[src/rtl/core/cohdir_pkg.sv]
`timescale 1ns / 1ps
`default_nettype none
package cohdir_pkg;

   localparam int ADDR_BITS   = 48;
   localparam int LINE_BYTES  = 64;
   localparam int DIR_ENTRIES = 1024;
   localparam int NUM_CPUS    = 32;

   localparam int OFFSET_BITS  = $clog2(LINE_BYTES);
   localparam int IDX_BITS     = $clog2(DIR_ENTRIES);
   localparam int TAG_BITS     = ADDR_BITS - OFFSET_BITS - IDX_BITS;
   localparam int CPU_SEL_BITS = $clog2(NUM_CPUS);
   localparam int STATES_W     = 2 * NUM_CPUS;
   localparam int WORD_W       = 1 + TAG_BITS + STATES_W;

   localparam int OP_W    = 3;
   localparam int BADDR_W = 48;
   localparam int CPU_W   = 6;
   localparam int RSTATE_W = 3;

   localparam int OP_LSB    = 0;
   localparam int BADDR_LSB = OP_LSB + OP_W;
   localparam int CPU_LSB   = BADDR_LSB + BADDR_W;
   localparam int RSTATE_LSB = CPU_LSB + CPU_W;
   localparam int REQ_DATA_W = 64;
   localparam int RSP_DATA_W = 8;

   typedef enum logic [2:0] {
      OP_READ       = 3'd0,
      OP_WRITE      = 3'd1,
      OP_UPGRADE    = 3'd2,
      OP_DOWNGRADE  = 3'd3,
      OP_INVALIDATE = 3'd4,
      OP_FLUSH      = 3'd5,
      OP_BROADCAST  = 3'd6,
      OP_SNOOP      = 3'd7
   } op_type;

   localparam logic [1:0] ST_I = 2'd0;
   localparam logic [1:0] ST_S = 2'd1;
   localparam logic [1:0] ST_M = 2'd2;
   localparam logic [1:0] ST_E = 2'd3;

   localparam logic [1:0] PROTO_NONE  = 2'd0;
   localparam logic [1:0] PROTO_MSI   = 2'd1;
   localparam logic [1:0] PROTO_MESI  = 2'd2;
   localparam logic [1:0] PROTO_MOESI = 2'd3;

   typedef logic [NUM_CPUS-1:0][1:0] cpu_st_type;

   typedef struct packed {
      logic                load;
      logic                commit;
      logic                clear_wr;
      logic [IDX_BITS-1:0] clear_addr;
   } cmd_type;

endpackage
`default_nettype wire

[src/rtl/core/cohdir_ctrl.sv]
`timescale 1ns / 1ps
`default_nettype none
module cohdir_ctrl (
   input  wire logic              clock,
   input  wire logic              reset,
   input  wire logic              req_tvalid,
   output logic                   req_tready,
   output logic                   rsp_tvalid,
   input  wire logic              rsp_tready,
   output cohdir_pkg::cmd_type    cmd
);
   import cohdir_pkg::*;

   typedef enum logic [1:0] {
      S_CLEAR,
      S_IDLE,
      S_EXEC
   } state_type;

   state_type           state_ff, state_in;
   logic                rsp_valid_ff, rsp_valid_in;
   logic [IDX_BITS-1:0] clr_cnt_ff, clr_cnt_in;
   logic                commit;
   logic                load;

   assign req_tready = (state_ff == S_IDLE);
   assign rsp_tvalid = rsp_valid_ff;
   assign load       = req_tvalid && (state_ff == S_IDLE);
   assign commit     = (state_ff == S_EXEC) && (!rsp_valid_ff || rsp_tready);

   assign cmd.load       = load;
   assign cmd.commit     = commit;
   assign cmd.clear_wr   = (state_ff == S_CLEAR);
   assign cmd.clear_addr = clr_cnt_ff;

   always_comb begin
      state_in     = state_ff;
      clr_cnt_in   = clr_cnt_ff;
      rsp_valid_in = rsp_valid_ff;
      if (rsp_valid_ff && rsp_tready) begin
         rsp_valid_in = 1'b0;
      end
      unique case (state_ff)
         S_CLEAR: begin
            clr_cnt_in = clr_cnt_ff + IDX_BITS'(1);
            if (clr_cnt_ff == IDX_BITS'(DIR_ENTRIES - 1)) begin
               state_in = S_IDLE;
            end
         end
         S_IDLE: begin
            if (load) begin
               state_in = S_EXEC;
            end
         end
         S_EXEC: begin
            if (commit) begin
               rsp_valid_in = 1'b1;
               state_in     = S_IDLE;
            end
         end
         default: state_in = S_CLEAR;
      endcase
   end

   always_ff @(posedge clock) begin
      if (reset) begin
         state_ff     <= S_CLEAR;
         clr_cnt_ff   <= '0;
         rsp_valid_ff <= 1'b0;
      end else begin
         state_ff     <= state_in;
         clr_cnt_ff   <= clr_cnt_in;
         rsp_valid_ff <= rsp_valid_in;
      end
   end

endmodule
`default_nettype wire

[config.mk]
export PLATFORM = sky130hd
export DESIGN_NAME = cohdir_ctrl
export DESIGN_NICKNAME = d
export VERILOG_FILES = /design/src/rtl/core/cohdir_pkg.sv /design/src/rtl/core/cohdir_ctrl.sv
export SDC_FILE = /design/constraint.sdc
export NUM_CORES = 1
export LEC_CHECK = 0
export ABC_AREA = 1
export BUFFER_PORTS_ARGS = -buffer_cell sky130_fd_sc_hd__buf_2
export CORE_AREA = 4 4 41 43
export CTS_CLUSTER_DIAMETER = 40
export CTS_CLUSTER_SIZE = 25
export DETAILED_ROUTE_END_ITERATION = 7
export DIE_AREA = 0 0 45 47
export PLACE_DENSITY_LB_ADDON = 0.3
export REMOVE_ABC_BUFFERS = 1
export SKIP_LAST_GASP = 1
export SYNTH_ARGS = -nofsm -noshare
export SYNTH_HDL_FRONTEND = slang
export SYNTH_SLANG_ARGS = --single-unit
[constraint.sdc]
create_clock -name clock -period 2.2 [get_ports clock]
set_input_delay 0 -clock clock [delete_from_list [all_inputs] [get_ports clock]]
set_output_delay 0 -clock clock [all_outputs]
set_load 0.02 [all_outputs]
---- Word level (Yosys, flattened, before mapping) ----
Index checks and enable logic that the tools add are counted.
cells by class
  add/sub/neg operators ................... 1
  eq/ne operators ......................... 6
  mux-type cells .......................... 7
  reduce and logical (&&, ||, !) cells .... 7
operator list
  kind                                                              number
  10-bit by 1-bit adder with 10-bit output (second input constant)  1
  10-bit == test (second input constant)                            1
  2-bit two-way mux                                                 3
  2-bit one-hot mux with 3 select lines                             1
  2-bit by 1-bit != test with 1-bit output (second input constant)  2
  1-bit logical AND                                                 3
  1-bit two-way mux                                                 3
  3-bit AND reduction                                               1
  2-bit by 1-bit == test with 1-bit output (second input constant)  1
  2-bit == test (second input constant)                             1
  2-bit zero test                                                   1
  2-bit != test (second input constant)                             1
  1-bit zero test                                                   1
  1-bit logical OR                                                  1
word-level totals
  register bits after elaboration ......... 13
  input bits .............................. 4
  output and inout port bits .............. 15
  word-level logic and storage cells ...... 24

---- Logic depth before layout (Yosys ltp) ----
Gate-level depths: netlist of the first run.
  depth after elaboration ................. 5
  gate-level depth with buffers ........... 8
  depth with buffers taken out ............ 7

---- Least setup slack after synthesis of the first run ----
Ideal clock, no wire load.
  kind .................................... register to register
  start point ............................. register clr_cnt_ff[0]
  end point ............................... register clr_cnt_ff[8]
  setup time .............................. 115 ps
  arrival time ............................ 1317 ps
  data required time ...................... 2085 ps
  slack ................................... 768 ps
  stages on the path, launching flop included .. 7
  path buffers ............................ 0
  period minus slack after synthesis ...... 1432 ps
  cell sequence ........................... dfxtp_1 > ha_1 > nand3_1 > nor3_1 > nand3_1 > nand2_1 > nor2_1
on the way
  cells in the longest elaborated chain, start to end .. 1
ends and longest elaborated chain
  what                                      line               text
  from (decl)                               cohdir_ctrl.sv:22  logic [IDX_BITS-1:0] clr_cnt_ff, clr_cnt_in;
  from (signal assigned)                    cohdir_ctrl.sv:72  clr_cnt_ff <= clr_cnt_in;
  10-bit by 1-bit adder with 10-bit output  cohdir_ctrl.sv:45  clr_cnt_in = clr_cnt_ff + IDX_BITS'(1);
No other way between the ends.
A chain may end at the register's enable or synchronous reset.

---- Worst setup path in the final report of the first run ----
Ends and elaborated chain as after synthesis.

==> results of run 1 <==
[final cells by class]
cell class | count | area share (%)
clock buffer | 4 | 3.43
inverter | 14 | 6.86
multi-input combinational | 58 | 40.2
sequential | 13 | 34.0
tap | 15 | 2.45
timing repair buffer | 19 | 13.1
[flip-flops by register name, summed over array words and instances, names as in the netlist]
name,count
clr_cnt_ff,10
state_ff,2
rsp_tvalid,1
[worst max-delay path, cell delays in order, from the launching register on]
cell and delay [ns]:
dfxtp_1 0.50, ha_1 0.24, nand3_1 0.12, nor3_1 0.29, nand3_1 0.11, nand2_1 0.08, nor2_1 0.04
[through the flow]
stage	hold WS [ns]	power [mW]	cell area, um^2	setup slack [ns]	std cells
finish	0.00416	0.430	766	0.726	123
global route	0.0240	0.447	766	0.586	123
CTS	0.000408	0.432	766	0.726	123
detailed placement	0.249	0.285	729	0.751	118
global placement	0.248	0.284	729	0.772	118
floorplan	0.0669	0.272	621	0.760	85
[Yosys cell counts, drive strengths merged]
cell type,count
a21oi,8
and3,1
buf,3
dfxtp,13
ha,1
inv,14
nand2,16
nand3,6
nand4,2
nor2,14
nor3,4
o21a,1
o21ai,5
[worst max path at each step]
stage                                      end                       start
global placement    clr_cnt_ff[8]$_SDFFE_PP0P_  clr_cnt_ff[0]$_SDFFE_PP0P_
global route        clr_cnt_ff[6]$_SDFFE_PP0P_    state_ff[1]$_SDFFE_PP0P_
finish              clr_cnt_ff[8]$_SDFFE_PP0P_  clr_cnt_ff[0]$_SDFFE_PP0P_
CTS                 clr_cnt_ff[8]$_SDFFE_PP0P_  clr_cnt_ff[0]$_SDFFE_PP0P_
floorplan           clr_cnt_ff[8]$_SDFFE_PP0P_  clr_cnt_ff[0]$_SDFFE_PP0P_
detailed placement  clr_cnt_ff[8]$_SDFFE_PP0P_  clr_cnt_ff[0]$_SDFFE_PP0P_
[report_power, final]
group	internal, mW	leakage [nW]	total, mW	switching [mW]
clock	0.0703	0.0150	0.149	0.0786
combinational	0.0135	0.269	0.0337	0.0202
sequential	0.240	0.105	0.247	0.00698
[cells by family after synthesis]
kind of cell,Yosys count,share of synthesized area (%)
adder cells (fa/ha/maj),1,1.93
AO/OA/AOI/OAI,14,11.2
flip-flops,13,40.2
AND/OR/NAND/NOR,43,34.4
buffers and inverters,17,12.2
[per-layer routing]
| metal | wire (um) | share of wire [%] | global-route usage, % | vias to the layer above |
|---|---|---|---|---|
| met1 | 579 | 44 | 15.2 | 266 |
| met4 | 15 | 1.1 | 9.36 | 0 |
| met3 | 73 | 5.6 | 4.60 | 2 |
| met5 | 0 | 0 | 0 | - |
| li1 | - | - | - | 317 |
| met2 | 647 | 49 | 22.9 | 12 |
==> reports/metrics.csv, run 1 <==
stage,metric,value,unit
clock_network,cts_resized,0,
floorplanning,fp.coreArea,1300,um^2
clock_network,tritoncts,built,
hold_path,hp-class,in -> reg,
global_route,antenna_found_initial,0,
final_layout,drive_above_1_share,25.9,%
timing,fin_skew,0.00146,ns
clock_network,clock_sinks,13,
clock_network,htreeDepth,1,
yosys,synth_top_area_share,40.2,%
worst_setup_path,regToRegStartpoint,clr_cnt_ff[0]$_SDFFE_PP0P_,
floorplanning,start_util,49.7,%
place,io_buffers,18,
yosys,syn_area,647,um^2
global_route,track_usage,13.9,%
timing,finalHoldViolCount,0,
clock_network,clock_latency,0.27,ns
detailed_routing,drc,0,
clock_network,cts_made_buffers,3,
final_layout,final_util,58.8,%
detailed_routing,dr.pass1.iters,4,
worst_setup_path,crit_path_start_kind,flop,
floorplanning,die_y,47,um
timing,drv_slew,0,
yosys,ys_top_cells_by_area,"dfxtp_1, nand2_1, inv_1, a21oi_1, nor2_1",
timing,period_minus_slack,1.47,ns
yosys,yosysWarnings,0,
hold_path,min_to,state_ff[1]$_SDFFE_PP0P_,
yosys,synth_cell_type_count,19,
run,maxCapViolCount,0,
final_layout,n_antenna_cell,0,
detailed_routing,drt-vias-per-instance,4.85,
global_route,grt_pass1_vias,511,
detailed_routing,wirelength,1.32,mm
place,dp_hpwl,997,um
global_route,globalRouteOverflowTotal,0,
pwr,power_density,561,nW/um^2
detailed_routing,wl_per_cell,10.7,um
timing,setup_viol,0,
yosys,synth_area_per_cell,7.35,um^2
worst_setup_path,crit_type,reg -> reg,
yosys,synth_top_area_cell,dfxtp_1,
run_status,status,finished clean,
clock_network,postCtsSetupBuffers,0,
global_route,grt_pass1_wl,2.10,mm
yosys,synthCells,88,
worst_setup_path,rr_worst_depth,6,
timing,timing.slew.headroom,65.4,%
floorplanning,num_rows,13,
clock_network,hold_buffers,1,
final_layout,area.sequential,260,um^2
worst_setup_path,crit_fanout,5,
pwr,power_leakage,0.389,nW
yosys,seq_area_frac_synth,40.2,%
clock_network,cts_root_buf,clkbuf_4,
floorplanning,die-area,2120,um^2
clock_network,clk_pin_slew,0.08,ns
final_layout,layout_common_cells,"buf_2, nand2_1, inv_1",
yosys,ys_ff_latch,13,
timing,tns,0,ns
final_layout,final_nets,114,
worst_setup_path,endpoint_kind,flop,
worst_setup_path,r2r_end,clr_cnt_ff[8]$_SDFFE_PP0P_,
hold_path,min_path_cells,3,
detailed_routing,drt-initial-drc-count,7,
final_layout,fillers,131,
final_layout,multi_input_area,308,um^2
timing,rsz0062_at_grt,false,
timing,worst_slew_pin_slew,0.519,ns
pwr,peakVddDrop,0.356,mV
detailed_routing,vias,597,
final_layout,syn_to_final_growth,18.4,%
timing,maxClockFrequency,0.678,GHz
timing,timing.final.crit_share,67.0,%
place,routabilityCongestion,0.796,
final_layout,final_common_cell,buf_2,
floorplanning,die_x,45,um
detailed_routing,ant_nets,0,
floorplanning,ios,19,
global_route,grt_max_degree,12,
worst_setup_path,r2r_slack,0.73,ns
clock_network,clock_path_buffers,2,
hold_path,hold_start,req_tvalid,
worst_setup_path,cp.required,2.38,ns
worst_setup_path,crit_arrival,1.65,ns
Note: power is estimated with default switching activity, not from simulation.
==> run 2: changes to the inputs <==
--- a/config.mk
+++ b/config.mk
@@ -5,13 +5,13 @@
 export SDC_FILE = /design/constraint.sdc
 export NUM_CORES = 1
 export LEC_CHECK = 0
-export ABC_AREA = 1
+export ABC_AREA = 0
 export BUFFER_PORTS_ARGS = -buffer_cell sky130_fd_sc_hd__buf_2
-export CORE_AREA = 4 4 41 43
+export CORE_AREA = 4 4 42 44
 export CTS_CLUSTER_DIAMETER = 40
 export CTS_CLUSTER_SIZE = 25
 export DETAILED_ROUTE_END_ITERATION = 7
-export DIE_AREA = 0 0 45 47
+export DIE_AREA = 0 0 46 48
 export PLACE_DENSITY_LB_ADDON = 0.3
 export REMOVE_ABC_BUFFERS = 1
 export SKIP_LAST_GASP = 1
==> constraint.sdc (replaced) <==
create_clock -name clock -period 1.5 [get_ports clock]
set_input_delay 0 -clock clock [delete_from_list [all_inputs] [get_ports clock]]
set_output_delay 0 -clock clock [all_outputs]
set_load 0.02 [all_outputs]
==> run 2 against run 1 <==
Against the previous run: the flow now finishes with violations (negative setup slack); largest cell class unchanged; critical endpoint unchanged; clock-buffer cell count is the same; non-clock buffer count grew 11; clock skew grew 0.0081 ns; power grew 54%; setup slack lost 0.74 ns; die area grew 4.4%; sequential power grew 46%; combinational power grew 120%; critical path depth shrank 2; core utilization grew 2.7 points; synthesized cell count shrank 18%; first-iteration DRC count grew 29%.
==> reports/metrics.csv, run 2 <==
stage,metric,value,unit
run_status,status,"finished, violations left",
run_status,violations,negative setup slack,
place,io_buffers,18,
final_layout,multi_input_area,377,um^2
worst_setup_path,cp_cell_sequence,ha_4 > or3b_4 > or4_4 > a21oi_2,
worst_setup_path,path_delay_family,simple AND/OR/NAND/NOR gates,
final_layout,final_common_cell,buf_2,
timing,hold-worst-slack,0.00178,ns
timing,setup_ws,-0.0138,ns
place,routabilityCongestion,0.742,
yosys,ys.flop_type,dfxtp_1,
global_route,track_usage,15.7,%
worst_setup_path,crit_type,reg -> reg,
clock_network,clock_sinks,13,
floorplanning,start_util,42.7,%
hold_path,hold_start,rsp_tready,
yosys,synth_area_per_cell,8.52,um^2
final_layout,area.sequential,263,um^2
clock_network,cts_made_buffers,3,
clock_network,clk_pin_slew,0.09,ns
clock_network,clock_latency,0.28,ns
floorplanning,die-area,2210,um^2
final_layout,drive_above_1_share,47.5,%
yosys,synth_top_area_share,42.4,%
final_layout,layout_common_cells,"buf_2, dfxtp_1, buf_4",
clock_network,cts_root_buf,clkbuf_4,
yosys,ys_ff_latch,13,
floorplanning,die_x,46,um
global_route,grt_pass1_vias,582,
pwr,peakVddDrop,0.537,mV
timing,drv_slew,0,
timing,timing.final.crit_share,101,%
yosys,yosysMostFrequentCell,dfxtp_1,
floorplanning,fp.coreArea,1440,um^2
detailed_routing,wl_per_cell,13.3,um
floorplanning,ios,19,
clock_network,tritoncts,built,
timing,rsz0062_at_grt,true,
final_layout,n_antenna_cell,0,
detailed_routing,drt-initial-drc-count,9,
worst_setup_path,endpoint_kind,flop,
yosys,ys_top_cells_by_area,"dfxtp_1, a21oi_1, o31ai_1, or4_1, o21ai_0",
final_layout,syn_to_final_growth,44.1,%
worst_setup_path,crit_fanout,5,
yosys,syn_area,613,um^2
worst_setup_path,crit_path_start_kind,flop,
worst_setup_path,cp.buffers_inverters,0,
detailed_routing,drc,0,
detailed_routing,drt-vias-per-instance,5.38,
detailed_routing,ant_nets,0,
final_layout,largest_reg_flops,10,
global_route,globalRouteOverflowTotal,0,
timing,timing.slew.headroom,80.9,%
yosys,synth_top_area_cell,dfxtp_1,
worst_setup_path,critical_path.startpoint,clr_cnt_ff[1]$_SDFFE_PP0P_,
clock_network,htreeDepth,1,
final_layout,final_nets,107,
timing,worst_slew_pin_slew,0.286,ns
worst_setup_path,crit_arrival,1.74,ns
final_layout,fillers,137,
yosys,synth-edff-count,0,
worst_setup_path,cp.required,1.72,ns
yosys,yosysWarnings,0,
yosys,synth_cell_type_count,26,
timing,fin_skew,0.00961,ns
timing,finalHoldViolCount,0,
timing,maxClockFrequency,0.661,GHz
yosys,synthArstFlopShare,0,%
global_route,antenna_found_initial,0,
timing,setup_viol,1,
yosys,seq_area_frac_synth,42.4,%
detailed_routing,wirelength,1.55,mm
floorplanning,num_rows,14,
global_route,grt_max_degree,14,
worst_setup_path,regToRegStartpoint,clr_cnt_ff[1]$_SDFFE_PP0P_,
global_route,grt_pass1_wl,2.45,mm
timing,period_minus_slack,1.51,ns
worst_setup_path,slowest_delay,0.43,ns
pwr,power_leakage,0.368,nW
run,maxCapViolCount,0,
yosys,synthCells,72,
clock_network,clock_path_buffers,2,
worst_setup_path,slowest_stage,or4_4,
floorplanning,die_y,48,um
hold_path,hp-class,in -> reg,
pwr,power_density,751,nW/um^2
pwr,fin_total_pwr,663,uW
final_layout,regMostFlops,clr_cnt_ff,
detailed_routing,dr.pass1.iters,2,
place,dp_hpwl,1.02,mm
detailed_routing,vias,629,
yosys,yosys-top-cells-count,"dfxtp_1, a21oi_1, nand2_1, o21ai_0, o31ai_1",
==> run 2: power by group <==
| group | switching (mW) | internal, mW |
|---|---|---|
| sequential | 0.00717 | 0.353 |
| clock | 0.126 | 0.103 |
| combinational | 0.0380 | 0.0363 |
| total | 0.171 | 0.492 |
==> run 2: final cells by class <==
| type | count | area share [%] |
|---|---|---|
| multi-input combinational | 50 | 42.6 |
| timing repair buffer | 30 | 20.7 |
| inverter | 4 | 1.70 |
| tap | 16 | 2.27 |
| clock buffer | 4 | 2.97 |
| sequential | 13 | 29.7 |
==> run 2: kinds of logic (layout without fill, tap and decap cells) <==
kind of cell | Yosys count | in the layout | synth area share, %
fa+ha+maj | 1 | 1 | 2.04
xor+xnor | 2 | 2 | 2.86
flops | 13 | 13 | 42.4
simple gates | 26 | 26 | 25.9
compound gates | 21 | 21 | 19.8
buf+inv | 9 | 38 | 6.94
==> run 2: worst register-to-register path: stages (launching register included) <==
cell	delay, ns
dfxtp_2	0.36
ha_4	0.13
or3b_4	0.40
or4_4	0.43
a21oi_2	0.15
==> run 2: path summary, 6_finish.rpt <==
| kind | cells after the start | endpoint | slack (ns) |
|---|---|---|---|
| setup / recovery | 4 | clr_cnt_ff[8]$_SDFFE_PP0P_ | -0.01 |
| hold / removal | 4 | rsp_tvalid$_SDFF_PP0_ | 0.002 |
| setup reg to reg | 4 | clr_cnt_ff[8]$_SDFFE_PP0P_ | -0.01 |
| hold reg to reg | 2 | clr_cnt_ff[9]$_SDFFE_PP0P_ | 0.53 |
==> run 2: through the flow <==
stage          instances  setup TNS, ns  worst slack, ns  instance area (um^2)  util, %
5_1_grt              117         -0.114          -0.0580                   883     61.5
3_3_place_gp         110        -0.0868          -0.0664                   763     53.1
4_1_cts              116              0          0.00672                   820     57.1
2_1_floorplan         67         -0.671           -0.266                   586        -
3_5_place_dp         110         -0.167           -0.102                   763     53.1
6_report             117        -0.0138          -0.0138                   883     61.5
==> run 2: what timing repair did <==
item	in CTS	in global routing
hold buffers	1	0
endpoints found under the hold margin	1	0
pin swaps	4	2
buffers inserted	1	1
endpoints found under the setup margin	3	5
resized for setup	5	11
==> run 2: per-layer routing <==
layer	part of all wire [%]	global-route usage, %	vias up	routed length [um]
met5	0	0	-	0
met4	1.9	8.52	0	29
met3	4.7	3.76	4	73
met2	48	28.3	14	752
met1	45	16.7	297	696
li1	-	-	314	-
